--- src/rtl/core/ckb_pkg.sv ---
// Package for the color-key blitter with palette translation.
// Holds the field widths, the payload and configuration types and the register indexes.
// No dependencies.
`timescale 1ns / 1ps

package ckb_pkg;

    localparam int PIX_W      = 8;
    localparam int ADDR_W     = 24;
    localparam int CNT_W      = 12;
    localparam int DIM_W      = 13;
    localparam int POS_W      = 12;
    localparam int CFG_IDX_W  = 3;
    localparam int CFG_DATA_W = 13;
    localparam int TBL_DEPTH  = 256;
    localparam int TBL_AW     = $clog2(TBL_DEPTH);
    localparam int SCR_W      = 17;

    localparam logic [PIX_W-1:0] TRANSPARENT_KEY = 8'd255;
    localparam logic [SCR_W-1:0] MAX_SCREEN_DIM  = 17'd4096;
    localparam logic [DIM_W-1:0] PIC_DIM_MAX     = 13'd4096;

    typedef enum logic [CFG_IDX_W-1:0] {
        CFG_DEST_X        = 3'd0,
        CFG_DEST_Y        = 3'd1,
        CFG_PIC_WIDTH     = 3'd2,
        CFG_PIC_HEIGHT    = 3'd3,
        CFG_ROW_PITCH     = 3'd4,
        CFG_SCREEN_WIDTH  = 3'd5,
        CFG_SCREEN_HEIGHT = 3'd6,
        CFG_TRANSLATE_EN  = 3'd7
    } t_cfg_idx;

    typedef enum logic {
        FUNC_LOAD  = 1'b0,
        FUNC_PIXEL = 1'b1
    } t_func;

    typedef struct packed {
        logic              func;
        logic [PIX_W-1:0]  pixel;
        logic [TBL_AW-1:0] table_index;
        logic [PIX_W-1:0]  table_value;
    } t_in_item;

    typedef struct packed {
        logic              write_valid;
        logic [ADDR_W-1:0] write_address;
        logic [PIX_W-1:0]  write_color;
        logic              bounds_error;
        logic              last_pixel;
    } t_out_item;

    typedef struct packed {
        logic [POS_W-1:0] dest_x;
        logic [POS_W-1:0] dest_y;
        logic [DIM_W-1:0] pic_width;
        logic [DIM_W-1:0] pic_height;
        logic [DIM_W-1:0] row_pitch;
        logic [DIM_W-1:0] screen_width;
        logic [DIM_W-1:0] screen_height;
        logic             translate_enable;
    } t_cfg;

    typedef struct packed {
        logic [ADDR_W-1:0] addr;
        logic              err;
        logic              last;
    } t_rast;

endpackage

--- src/rtl/core/ckb_ram.sv ---
// Generic single-clock RAM: one write port, one read port with registered read data.
// No dependencies.
`timescale 1ns / 1ps

module ckb_ram #(
    parameter int WIDTH = 8,
    parameter int DEPTH = 256
) (
    input  logic                     i_clk,
    input  logic                     i_we,
    input  logic [$clog2(DEPTH)-1:0] i_waddr,
    input  logic [WIDTH-1:0]         i_wdata,
    input  logic                     i_re,
    input  logic [$clog2(DEPTH)-1:0] i_raddr,
    output logic [WIDTH-1:0]         o_rdata
);

    logic [WIDTH-1:0] r_mem [DEPTH];
    logic [WIDTH-1:0] r_rdata;

    always_ff @(posedge i_clk) begin
        if (i_we) begin
            r_mem[i_waddr] <= i_wdata;
        end
        if (i_re) begin
            r_rdata <= r_mem[i_raddr];
        end
    end

    assign o_rdata = r_rdata;

endmodule

--- src/rtl/core/ckb_cfg.sv ---
// Configuration register file of the blitter.
// Depends on ckb_pkg.
`timescale 1ns / 1ps

module ckb_cfg
    import ckb_pkg::*;
(
    input  logic                  i_clk,
    input  logic                  i_rst_n,
    input  logic                  i_wr,
    input  logic [CFG_IDX_W-1:0]  i_index,
    input  logic [CFG_DATA_W-1:0] i_data,
    output t_cfg                  o_cfg
);

    t_cfg r_cfg;
    t_cfg n_cfg;

    always_comb begin
        n_cfg = r_cfg;
        if (i_wr) begin
            unique case (t_cfg_idx'(i_index))
                CFG_DEST_X:        n_cfg.dest_x           = i_data[POS_W-1:0];
                CFG_DEST_Y:        n_cfg.dest_y           = i_data[POS_W-1:0];
                CFG_PIC_WIDTH:     n_cfg.pic_width        = i_data[DIM_W-1:0];
                CFG_PIC_HEIGHT:    n_cfg.pic_height       = i_data[DIM_W-1:0];
                CFG_ROW_PITCH:     n_cfg.row_pitch        = i_data[DIM_W-1:0];
                CFG_SCREEN_WIDTH:  n_cfg.screen_width     = i_data[DIM_W-1:0];
                CFG_SCREEN_HEIGHT: n_cfg.screen_height    = i_data[DIM_W-1:0];
                CFG_TRANSLATE_EN:  n_cfg.translate_enable = i_data[0];
                default:           n_cfg = r_cfg;
            endcase
        end
    end

    always_ff @(posedge i_clk) begin
        if (!i_rst_n) begin
            r_cfg.dest_x           <= '0;
            r_cfg.dest_y           <= '0;
            r_cfg.pic_width        <= 13'd1;
            r_cfg.pic_height       <= 13'd1;
            r_cfg.row_pitch        <= 13'd320;
            r_cfg.screen_width     <= 13'd320;
            r_cfg.screen_height    <= 13'd200;
            r_cfg.translate_enable <= 1'b0;
        end else begin
            r_cfg <= n_cfg;
        end
    end

    assign o_cfg = r_cfg;

endmodule

--- src/rtl/core/ckb_raster.sv ---
// Raster walker: column and row counters, row base, bounds check and last-pixel flag.
// Depends on ckb_pkg.
`timescale 1ns / 1ps

module ckb_raster
    import ckb_pkg::*;
(
    input  logic  i_clk,
    input  logic  i_rst_n,
    input  t_cfg  i_cfg,
    input  logic  i_advance,
    output t_rast o_rast
);

    logic [CNT_W-1:0]  r_col;
    logic [CNT_W-1:0]  r_row;
    logic [ADDR_W-1:0] r_row_base;
    logic [CNT_W-1:0]  n_col;
    logic [CNT_W-1:0]  n_row;
    logic [ADDR_W-1:0] n_row_base;

    logic [DIM_W-1:0]        w;
    logic [DIM_W-1:0]        h;
    logic [SCR_W-1:0]        scr_w;
    logic [SCR_W-1:0]        scr_h;
    logic [SCR_W-1:0]        span_x;
    logic [SCR_W-1:0]        span_y;
    logic [POS_W+DIM_W-1:0]  prod;
    logic [POS_W+DIM_W-1:0]  start_sum;
    logic [ADDR_W-1:0]       base;
    logic                    end_row;
    logic                    end_pic;

    function automatic logic [DIM_W-1:0] clamp_pic(input logic [DIM_W-1:0] v);
        logic [DIM_W-1:0] res;
        if (v == '0) begin
            res = {{(DIM_W-1){1'b0}}, 1'b1};
        end else if (v > PIC_DIM_MAX) begin
            res = PIC_DIM_MAX;
        end else begin
            res = v;
        end
        return res;
    endfunction

    function automatic logic [SCR_W-1:0] clamp_scr(input logic [DIM_W-1:0] v);
        logic [SCR_W-1:0] ext;
        ext = {{(SCR_W-DIM_W){1'b0}}, v};
        return (ext > MAX_SCREEN_DIM) ? MAX_SCREEN_DIM : ext;
    endfunction

    always_comb begin
        w      = clamp_pic(i_cfg.pic_width);
        h      = clamp_pic(i_cfg.pic_height);
        scr_w  = clamp_scr(i_cfg.screen_width);
        scr_h  = clamp_scr(i_cfg.screen_height);
        span_x = SCR_W'(i_cfg.dest_x) + SCR_W'(w);
        span_y = SCR_W'(i_cfg.dest_y) + SCR_W'(h);

        prod      = (POS_W+DIM_W)'(i_cfg.dest_y) * (POS_W+DIM_W)'(i_cfg.row_pitch);
        start_sum = prod + (POS_W+DIM_W)'(i_cfg.dest_x);
        base      = ((r_col == '0) && (r_row == '0)) ? start_sum[ADDR_W-1:0] : r_row_base;

        end_row = {1'b0, r_col} >= (w - 13'd1);
        end_pic = end_row && ({1'b0, r_row} >= (h - 13'd1));

        o_rast.addr = base + ADDR_W'(r_col);
        o_rast.err  = (span_x > scr_w) || (span_y > scr_h);
        o_rast.last = end_pic;

        if (end_pic) begin
            n_col      = '0;
            n_row      = '0;
            n_row_base = '0;
        end else if (end_row) begin
            n_col      = '0;
            n_row      = r_row + CNT_W'(1);
            n_row_base = base + ADDR_W'(i_cfg.row_pitch);
        end else begin
            n_col      = r_col + CNT_W'(1);
            n_row      = r_row;
            n_row_base = base;
        end
    end

    always_ff @(posedge i_clk) begin
        if (!i_rst_n) begin
            r_col      <= '0;
            r_row      <= '0;
            r_row_base <= '0;
        end else if (i_advance) begin
            r_col      <= n_col;
            r_row      <= n_row;
            r_row_base <= n_row_base;
        end
    end

endmodule

--- src/rtl/core/color_key_blit_with_palette_lut_top.sv ---
// Top level of the color-key blitter with palette translation table.
// Depends on ckb_pkg, ckb_cfg, ckb_raster and ckb_ram.
//
// Channel   Direction  Handshake           Payload
// in        sink       i_in_valid/o_in_stall   t_in_item
// out       source     o_out_valid/i_out_stall t_out_item
// cfg       sink       i_cfg_valid/o_cfg_ready i_cfg_index, i_cfg_data
//
// One item per cycle while the output is not stalled.
// Each transfer passes the registered table RAM read stage, then the result register.
// Synchronous active-low reset clears counters and valid flags; the table is not cleared.
// A stall on the output holds the result register, then the table stage, then the input.
`timescale 1ns / 1ps

module color_key_blit_with_palette_lut_top
    import ckb_pkg::*;
(
    input  logic                  i_clk,
    input  logic                  i_rst_n,
    input  logic                  i_in_valid,
    input  t_in_item              i_in_data,
    output logic                  o_in_stall,
    output logic                  o_out_valid,
    output t_out_item             o_out_data,
    input  logic                  i_out_stall,
    input  logic                  i_cfg_valid,
    output logic                  o_cfg_ready,
    input  logic [CFG_IDX_W-1:0]  i_cfg_index,
    input  logic [CFG_DATA_W-1:0] i_cfg_data
);

    t_cfg             cfg;
    t_rast            rast;
    logic [PIX_W-1:0] tbl_rdata;

    logic             in_xfer;
    logic             is_pixel;
    logic             out_free;
    logic             s1_move;
    logic             s1_free;

    logic             r_s1_vld;
    logic             r_s1_pix_item;
    logic [PIX_W-1:0] r_s1_pixel;
    t_rast            r_s1_rast;

    logic             r_out_vld;
    t_out_item        r_out;
    t_out_item        n_out;

    assign o_cfg_ready = 1'b1;

    assign out_free   = !r_out_vld || !i_out_stall;
    assign s1_move    = r_s1_vld && out_free;
    assign s1_free    = !r_s1_vld || s1_move;
    assign o_in_stall = !s1_free;
    assign in_xfer    = i_in_valid && s1_free;
    assign is_pixel   = (i_in_data.func == FUNC_PIXEL);

    ckb_cfg u_cfg (
        .i_clk   (i_clk),
        .i_rst_n (i_rst_n),
        .i_wr    (i_cfg_valid && o_cfg_ready),
        .i_index (i_cfg_index),
        .i_data  (i_cfg_data),
        .o_cfg   (cfg)
    );

    ckb_raster u_raster (
        .i_clk     (i_clk),
        .i_rst_n   (i_rst_n),
        .i_cfg     (cfg),
        .i_advance (in_xfer && is_pixel),
        .o_rast    (rast)
    );

    ckb_ram #(
        .WIDTH (PIX_W),
        .DEPTH (TBL_DEPTH)
    ) u_tbl (
        .i_clk   (i_clk),
        .i_we    (in_xfer && !is_pixel),
        .i_waddr (i_in_data.table_index),
        .i_wdata (i_in_data.table_value),
        .i_re    (in_xfer && is_pixel),
        .i_raddr (i_in_data.pixel[TBL_AW-1:0]),
        .o_rdata (tbl_rdata)
    );

    always_ff @(posedge i_clk) begin
        if (!i_rst_n) begin
            r_s1_vld <= 1'b0;
        end else if (s1_free) begin
            r_s1_vld <= in_xfer;
        end
    end

    always_ff @(posedge i_clk) begin
        if (in_xfer) begin
            r_s1_pix_item <= is_pixel;
            r_s1_pixel    <= i_in_data.pixel;
            r_s1_rast     <= rast;
        end
    end

    always_comb begin
        n_out = '0;
        if (r_s1_pix_item) begin
            n_out.bounds_error = r_s1_rast.err;
            n_out.last_pixel   = r_s1_rast.last;
            if (!r_s1_rast.err && (r_s1_pixel != TRANSPARENT_KEY)) begin
                n_out.write_valid   = 1'b1;
                n_out.write_address = r_s1_rast.addr;
                n_out.write_color   = cfg.translate_enable ? tbl_rdata : r_s1_pixel;
            end
        end
    end

    always_ff @(posedge i_clk) begin
        if (!i_rst_n) begin
            r_out_vld <= 1'b0;
        end else if (out_free) begin
            r_out_vld <= r_s1_vld;
        end
    end

    always_ff @(posedge i_clk) begin
        if (s1_move) begin
            r_out <= n_out;
        end
    end

    assign o_out_valid = r_out_vld;
    assign o_out_data  = r_out;

endmodule

--- config.mk ---
export PLATFORM = sky130hd
export DESIGN_NAME = color_key_blit_with_palette_lut_top
export DESIGN_NICKNAME = d
export VERILOG_FILES = /design/src/rtl/core/ckb_pkg.sv /design/src/rtl/core/ckb_ram.sv /design/src/rtl/core/ckb_cfg.sv /design/src/rtl/core/ckb_raster.sv /design/src/rtl/core/color_key_blit_with_palette_lut_top.sv
export SDC_FILE = /design/constraint.sdc
export NUM_CORES = 2
export LEC_CHECK = 0
export ABC_AREA = 1
export BUFFER_PORTS_ARGS = -buffer_cell sky130_fd_sc_hd__buf_2
export CORE_MARGIN = 5
export CORE_UTILIZATION = 40
export CTS_BUF_LIST = sky130_fd_sc_hd__clkbuf_8
export DETAILED_ROUTE_END_ITERATION = 7
export PLACE_DENSITY = 0.63
export SLEW_MARGIN = 10
export SYNTH_ARGS = -nofsm -noshare
export SYNTH_HDL_FRONTEND = slang
export SYNTH_SLANG_ARGS = --single-unit
--- constraint.sdc ---
create_clock -name i_clk -period 5.8 [get_ports i_clk]
set_clock_uncertainty 0.05 [all_clocks]
set_input_delay 0.87 -clock i_clk [delete_from_list [all_inputs] [get_ports i_clk]]
set_output_delay 0.87 -clock i_clk [all_outputs]
set_load 0.02 [all_outputs]
; After elaboration in Yosys (flattened, before gate mapping)
; Memories as Yosys holds them, arrays and structs flattened. A register that Yosys moved wholly into a read port is not among the register bits.
; Index checks and enable logic that the tools add are counted.
[totals]
reg_bits = 210
ram_bits = 2048
output_inout_bits = 38
mem_count = 1
[memory_table]
columns = memory, depth, width, read_ports, rd_ports_with_merged_regs, wr, line_no
row1 = u_tbl.r_mem, 256, 8, 1, 1, 1, ckb_ram.sv:18  ; logic [WIDTH-1:0] r_mem [DEPTH];
[classes]
addsub = 9
multipliers = 1
order_cmp = 8
n_eq_ne = 8
mux = 17
reduce_logical = 32
[op_table]
columns = op, count
row1 = 13-bit 2-to-1 mux, 6
row2 = 24-bit 2-to-1 mux, 3
row3 = 13-bit greater-than comparator (second input constant), 4
row4 = 24-bit by 12-bit adder with 24-bit output, 2
row5 = 12-bit 2-to-1 mux, 4
row6 = 17-bit greater-than comparator, 2
row7 = 33-bit 2-to-1 mux, 1
row8 = 12-bit by 13-bit adder with 14-bit output, 2
row9 = 12-bit by 13-bit >= comparator with 1-bit output, 2
row10 = 13-bit logical NOT, 2
row11 = 13-bit by 1-bit subtractor with 13-bit output (second input constant), 2
row12 = 12-bit by 1-bit adder with 12-bit output (second input constant), 2
row13 = 24-bit by 13-bit adder with 24-bit output, 1
row14 = 12-bit logical NOT, 2
row15 = 12-bit by 13-bit multiplier with 24-bit output, 1
row16 = 2-bit AND reduction, 10
row17 = 3-bit equality test (second input constant), 4
row18 = 8-bit 2-to-1 mux, 1
row19 = 8-bit != test (second input constant), 1
row20 = 1-bit logical AND, 7
row21 = 3-bit by 2-bit equality test with 1-bit output (second input constant), 2
row22 = 1-bit logical NOT, 6
row23 = 3-bit by 1-bit equality test with 1-bit output (second input constant), 1
row24 = 3-bit logical NOT, 1
row25 = other kinds (3), 6

; Depth between registers and ports, before layout
[depth]
depth_word = 8
ltp_mapped = 34

; Cells and area by module
; From an unflattened synthesis, not the netlist that was laid out.
[hier_totals]
hier_cells = 9743
area_unflattened_um2 = 103135.2
[by_module_without_submodules]
columns = module, n_inst, cells_each, area_per_inst_um2, seq_area_each_um2
row1 = ckb_ram, 1, 7003, 83476.3, 61739.2
row2 = ckb_raster, 1, 2045, 13387.8, 960.9
row3 = ckb_cfg, 1, 514, 3608.5, 1801.7
row4 = color_key_blit_with_palette_lut_top, 1, 181, 2662.6, 2142.1

; Least setup slack after synthesis
; Ideal clock, no wire load.
[synth_path]
kind = register to register
start = reg u_cfg.r_cfg (netlist bit u_cfg.o_cfg[67])
end = reg u_raster.r_row_base[23]
t_arrival_ns = 5.709
t_required_ns = 5.615
slack_ns = -0.094
path_stages_with_launch = 33
period_less_slack_ns = 5.894
cell_sequence = dfxtp_1 > clkbuf_1 > nand2_1 > inv_1 > fa_1 > inv_1 > fa_1 > inv_1 > fa_1 > fa_1 > inv_1 > fa_1 > inv_1 > ha_1 > nand2_2 > inv_1 > a21oi_1 > nand2_1 > xor2_1 > o21ai_0 > inv_1 > ha_1 > nand2_1 > nor2_1 > nand2_1 > o21ai_0 > nand4_1 > nor2_2 > nand2_1 > nand2_1 > nand2_1 > nand2_1 > a21oi_1
[synth_via]
elab_chain_cells = 6
[synth_rtl]
columns = item, line_no
row1 = start: declaration, ckb_cfg.sv:16  ; t_cfg r_cfg;
row2 = start signal: assignment, ckb_cfg.sv:47  ; r_cfg <= n_cfg;
row3 = 12-bit by 13-bit multiplier with 24-bit output *, ckb_raster.sv:60  ; prod = (POS_W+DIM_W)'(i_cfg.dest_y) * (POS_W+DIM_W)'(i_cfg.row_pitch);
row4 = 24-bit by 12-bit adder with 24-bit output *, ckb_raster.sv:61  ; start_sum = prod + (POS_W+DIM_W)'(i_cfg.dest_x);
row5 = 24-bit 2-to-1 mux *, ckb_raster.sv:62  ; base = ((r_col == '0) && (r_row == '0)) ? start_sum[ADDR_W-1:0] : r_row_base;
row6 = 24-bit by 13-bit adder with 24-bit output, ckb_raster.sv:78  ; n_row_base = base + ADDR_W'(i_cfg.row_pitch);
row7 = 24-bit 2-to-1 mux *, ckb_raster.sv:75  ; end else if (end_row) begin
row8 = 24-bit 2-to-1 mux *, ckb_raster.sv:71  ; if (end_pic) begin
row9 = end signal: assignment, ckb_raster.sv:94  ; r_row_base <= n_row_base;
row10 = end: declaration, ckb_raster.sv:17  ; logic [ADDR_W-1:0] r_row_base;
; Mark *: on every way between the ends. The rest lies on a longest branch, timed or not.
; A chain may end at the register's enable or synchronous reset.

; Worst setup path after layout
[layout_path]
start = reg u_cfg.r_cfg (netlist bit u_cfg.o_cfg[34])
end = reg u_raster.r_row_base[19]
[layout_via]
elab_chain_cells = 6
[layout_rtl]
columns = item, line_no
row1 = 12-bit by 13-bit multiplier with 24-bit output, ckb_raster.sv:60
row2 = 24-bit by 12-bit adder with 24-bit output, ckb_raster.sv:61
row3 = 24-bit 2-to-1 mux, ckb_raster.sv:62
row4 = 24-bit by 13-bit adder with 24-bit output, ckb_raster.sv:78
row5 = 24-bit 2-to-1 mux *, ckb_raster.sv:75
row6 = 24-bit 2-to-1 mux *, ckb_raster.sv:71
; Marks and branches as above.

==> run metrics <==
Combinational Power Share=9.3%; Min-Delay Endpoint=o_out_valid$_SDFFE_PN0P_; final worst slack=-0.166 ns; wire per inst=22.4 um; Fin. Hold Viols=0; commonest non-fill, non-tap cell in the layout=edfxtp_1; CP delay by family, top=adder cells; largest net degree at the start of global routing=241; Fmax achieved=0.168 GHz; Hold Crit Depth=3; Reg area=66,700 um^2; RR Endpoint=u_raster.r_row_base[19]$_SDFFE_PN0P_; unrepaired setup endpoints after global routing=true; antenna-violating nets left=0; Hold Slack=0.130 ns; setup violators final=12; worst-path fanout max=5; number of global-route vias before repair=67,700; Max-Cap Viols=0; clock sinks=2,266; CP Launch Type=register; share of post-route cells with drive strength above 1=11.5%; worst skew pair latency=1.09 ns; CP Capture Type=register; Placed Cells=12,000; Tmin final=5.97 ns; gr ovfl total=0; Post-Route WL=284,000 um; initial drt markers=8,071; Reg2Reg Launch Point=u_cfg.o_cfg[34]$_SDFFE_PN0P_; drt first pass iters=7; first-pass GRT wire length=423,000 um; synth top area cells=edfxtp_1 64%, nor2_1 6.4%, o21ai_0 6.2%; post-synth top area cell=edfxtp_1; worst hold path type=primary input to register; row count=183; die height=511 um; Int Power=25,300 uW; Synthesis Warnings=0; top cell type's share of synthesized area=63.6%; Syn Area/Cell=11.2 um^2; Syn Inst Count=8,928; FILL cells=22,800; core area=249,000 um^2; Synth-to-Final Area Change=12.3%; Slew HR=-2.86%; H-tree lvl count=5; kind of critical path=register to register; Ports=84; Starting Density=40.3%; DRC Markers=0; async set-or-reset flop fraction in the synthesized netlist=0%; HP Start=i_out_stall; worst-margin pin slew=1.54 ns; Port Buffers=82; P_leak=0.0402 uW; status=complete, but fails checks; die area=261,000 um^2; Final #Nets=9,448; failing checks=max-slew violations, negative setup slack; Slowest-stage cell, CP=fa_1; clock group share of total power=37.3%; Max clock buf depth=4; Yosys reg bits=2,266; Syn Nets=9,271; GPL Wtd Cong=0.918; post-DP HPWL=168,000 um; Net Sw Power=8570 uW; setup slack, reg-to-reg=-0.17 ns; CTS tree=done; Largest stage delay, worst path=0.58 ns; CTS Buf Count=368; synthesized area=100,000 um^2; Root Driver=clkbuf_8; Die Wd=511 um; critical path required time=6.67 ns; Switching Fraction=25.3%; Clock Pin Slew Worst Setup and Hold Paths=0.06 ns; overall routing resource usage=20.9%; sequential area share after synthesis=66.4%; R2R depth=33; most common flop cell mapped by yosys=edfxtp_1; Synth cell types=54; via count=70,400; Tcrit/Tclk final=103%; pre-CTS WS=-0.408 ns; multi-input combinational cell area=30,300 um^2; DR vias/cell=5.54; Post-synth EDFFs=2,126; commonest non-fill, non-tap cells in the layout=2,126 x edfxtp_1, 1,688 x nor2_1, 1,239 x o21ai_0; initial antenna violation count=12; max-slew violation count=47; peak supply drop=0.247 mV; Finished Layout Cells=12,700; Worst Path Buf+Inv=9; Sequential Power Share=53.4%; Power Density=300 nW/um^2; Worst Path Arrival=6.83 ns
registers in the layout, summed over array words and instances, names as in the netlist:
name                 flops
u_raster.r_row_base     24
r_s1_pixel               8
u_cfg.o_cfg             90
u_raster.r_col          12
o_out_valid              1
u_tbl.o_rdata            8
u_tbl.r_mem           2048
o_out_data              35
r_s1_vld                 1
u_raster.r_row          12
r_s1_rast               26
r_s1_pix_item            1
worst max-delay path by stage:
stage | startpoint | endpoint | slack [ns] | depth (start not counted)
floorplan | u_cfg.o_cfg[67]$_SDFFE_PN0P_ | u_raster.r_row_base[23]$_SDFFE_PN0P_ | 0.0006 | 32
global placement | u_cfg.o_cfg[66]$_SDFFE_PN0P_ | u_raster.r_row_base[23]$_SDFFE_PN0P_ | -0.45 | 33
detailed placement | u_cfg.o_cfg[66]$_SDFFE_PN0P_ | u_raster.r_row_base[20]$_SDFFE_PN0P_ | -0.41 | 30
CTS | u_cfg.o_cfg[66]$_SDFFE_PN0P_ | u_raster.r_row_base[20]$_SDFFE_PN0P_ | -0.04 | 31
global route | u_cfg.o_cfg[34]$_SDFFE_PN0P_ | u_raster.r_row_base[19]$_SDFFE_PN0P_ | -0.44 | 33
finish | u_cfg.o_cfg[34]$_SDFFE_PN0P_ | u_raster.r_row_base[19]$_SDFFE_PN0P_ | -0.17 | 33
power groups by stage:
stage          Clock, uW  Combinational, uW  Sequential [uW]
2_1_floorplan          0               1690            18400
3_3_place_gp           0               2890            18400
3_5_place_dp           0               2930            18400
4_1_cts            12800               3010            18100
5_1_grt            13600               3430            18100
6_report           12600               3160            18100
tightest hold or removal path: cells and delay by family:
| kind | cells | cell delay [ns] |
|---|---|---|
| simple gates | 1 | 0.08 |
| buf+inv | 1 | 0.12 |
| compound gates | 1 | 0.06 |
logic make-up after synthesis:
| family | after synthesis | synth area share, % |
|---|---|---|
| multiplexers | 3 | 0.0299 |
| flip-flops | 2266 | 66.4 |
| AND/OR/NAND/NOR | 3085 | 12.5 |
| other | 1 | 0.00374 |
| buffers and inverters | 1089 | 4.32 |
| XOR/XNOR | 97 | 0.847 |
| AO/OA/AOI/OAI | 2090 | 11.3 |
| adder cells (fa/ha/maj) | 297 | 4.63 |
cell usage after synthesis, types with 5 or more instances:
master / n
a21o_1: 5
dfxtp_1: 140
fa_1: 124
xnor2_1: 22
a21oi_2: 10
nand4_1: 30
inv_1: 507
nand3b_1: 5
nand2_1: 890
buf_4: 16
o21ai_0: 1246
nand3_1: 347
nor3_1: 28
or2_1: 10
or2_2: 11
nor4_1: 10
a211oi_1: 7
o22ai_1: 590
ha_1: 173
o21bai_1: 6
nand2_2: 7
inv_2: 26
a21oi_1: 149
xor2_1: 75
o21ai_1: 59
buf_2: 118
nand2_4: 5
buf_1: 32
clkbuf_1: 382
nor2_1: 1703
nand3_2: 14
edfxtp_1: 2126
nor2_2: 11
metrics by stage:
stage | utilization, % | total power [uW] | cell area, um^2 | TNS (ns)
final | 45.2 | 33800 | 113000 | -0.725
after global routing | 45.2 | 35000 | 113000 | -5.10
after CTS | 44.9 | 33900 | 112000 | -0.0400
after detailed placement | 42.2 | 21300 | 105000 | -6.98
after global placement | 42.2 | 21300 | 105000 | -6.02
after floorplan | - | 20100 | 100000 | 0
cell type report:
class,count,share of cell area [%]
clock buffers,381,4.65
inverters,537,1.82
well taps,3330,3.70
flip-flops and latches,2266,59.2
repair buffers,359,2.67
multi-input cells,5573,26.9
diodes,10,0.0222
clock inverters,250,1.07
per-layer routing:
metal	global-route usage [%]	up-vias	share of wire (%)	routed length [um]
met4	7.04	4	3.2	9120
met1	29.1	34500	42	118000
met3	4.21	546	9.3	26600
li1	-	31900	-	-
met5	0	-	0.0095	27
met2	32.6	3361	46	130000
timing repair:
| action | in CTS | in global routing |
|---|---|---|
| resized for setup | 68 | 162 |
| hold buffers | 1 | 0 |
| pin swaps | 40 | 74 |
| setup endpoints to repair | 27 | 27 |
| hold endpoints to repair | 1 | 0 |
| setup buffers | 18 | 12 |
Note: power is estimated with default switching activity, not from simulation.
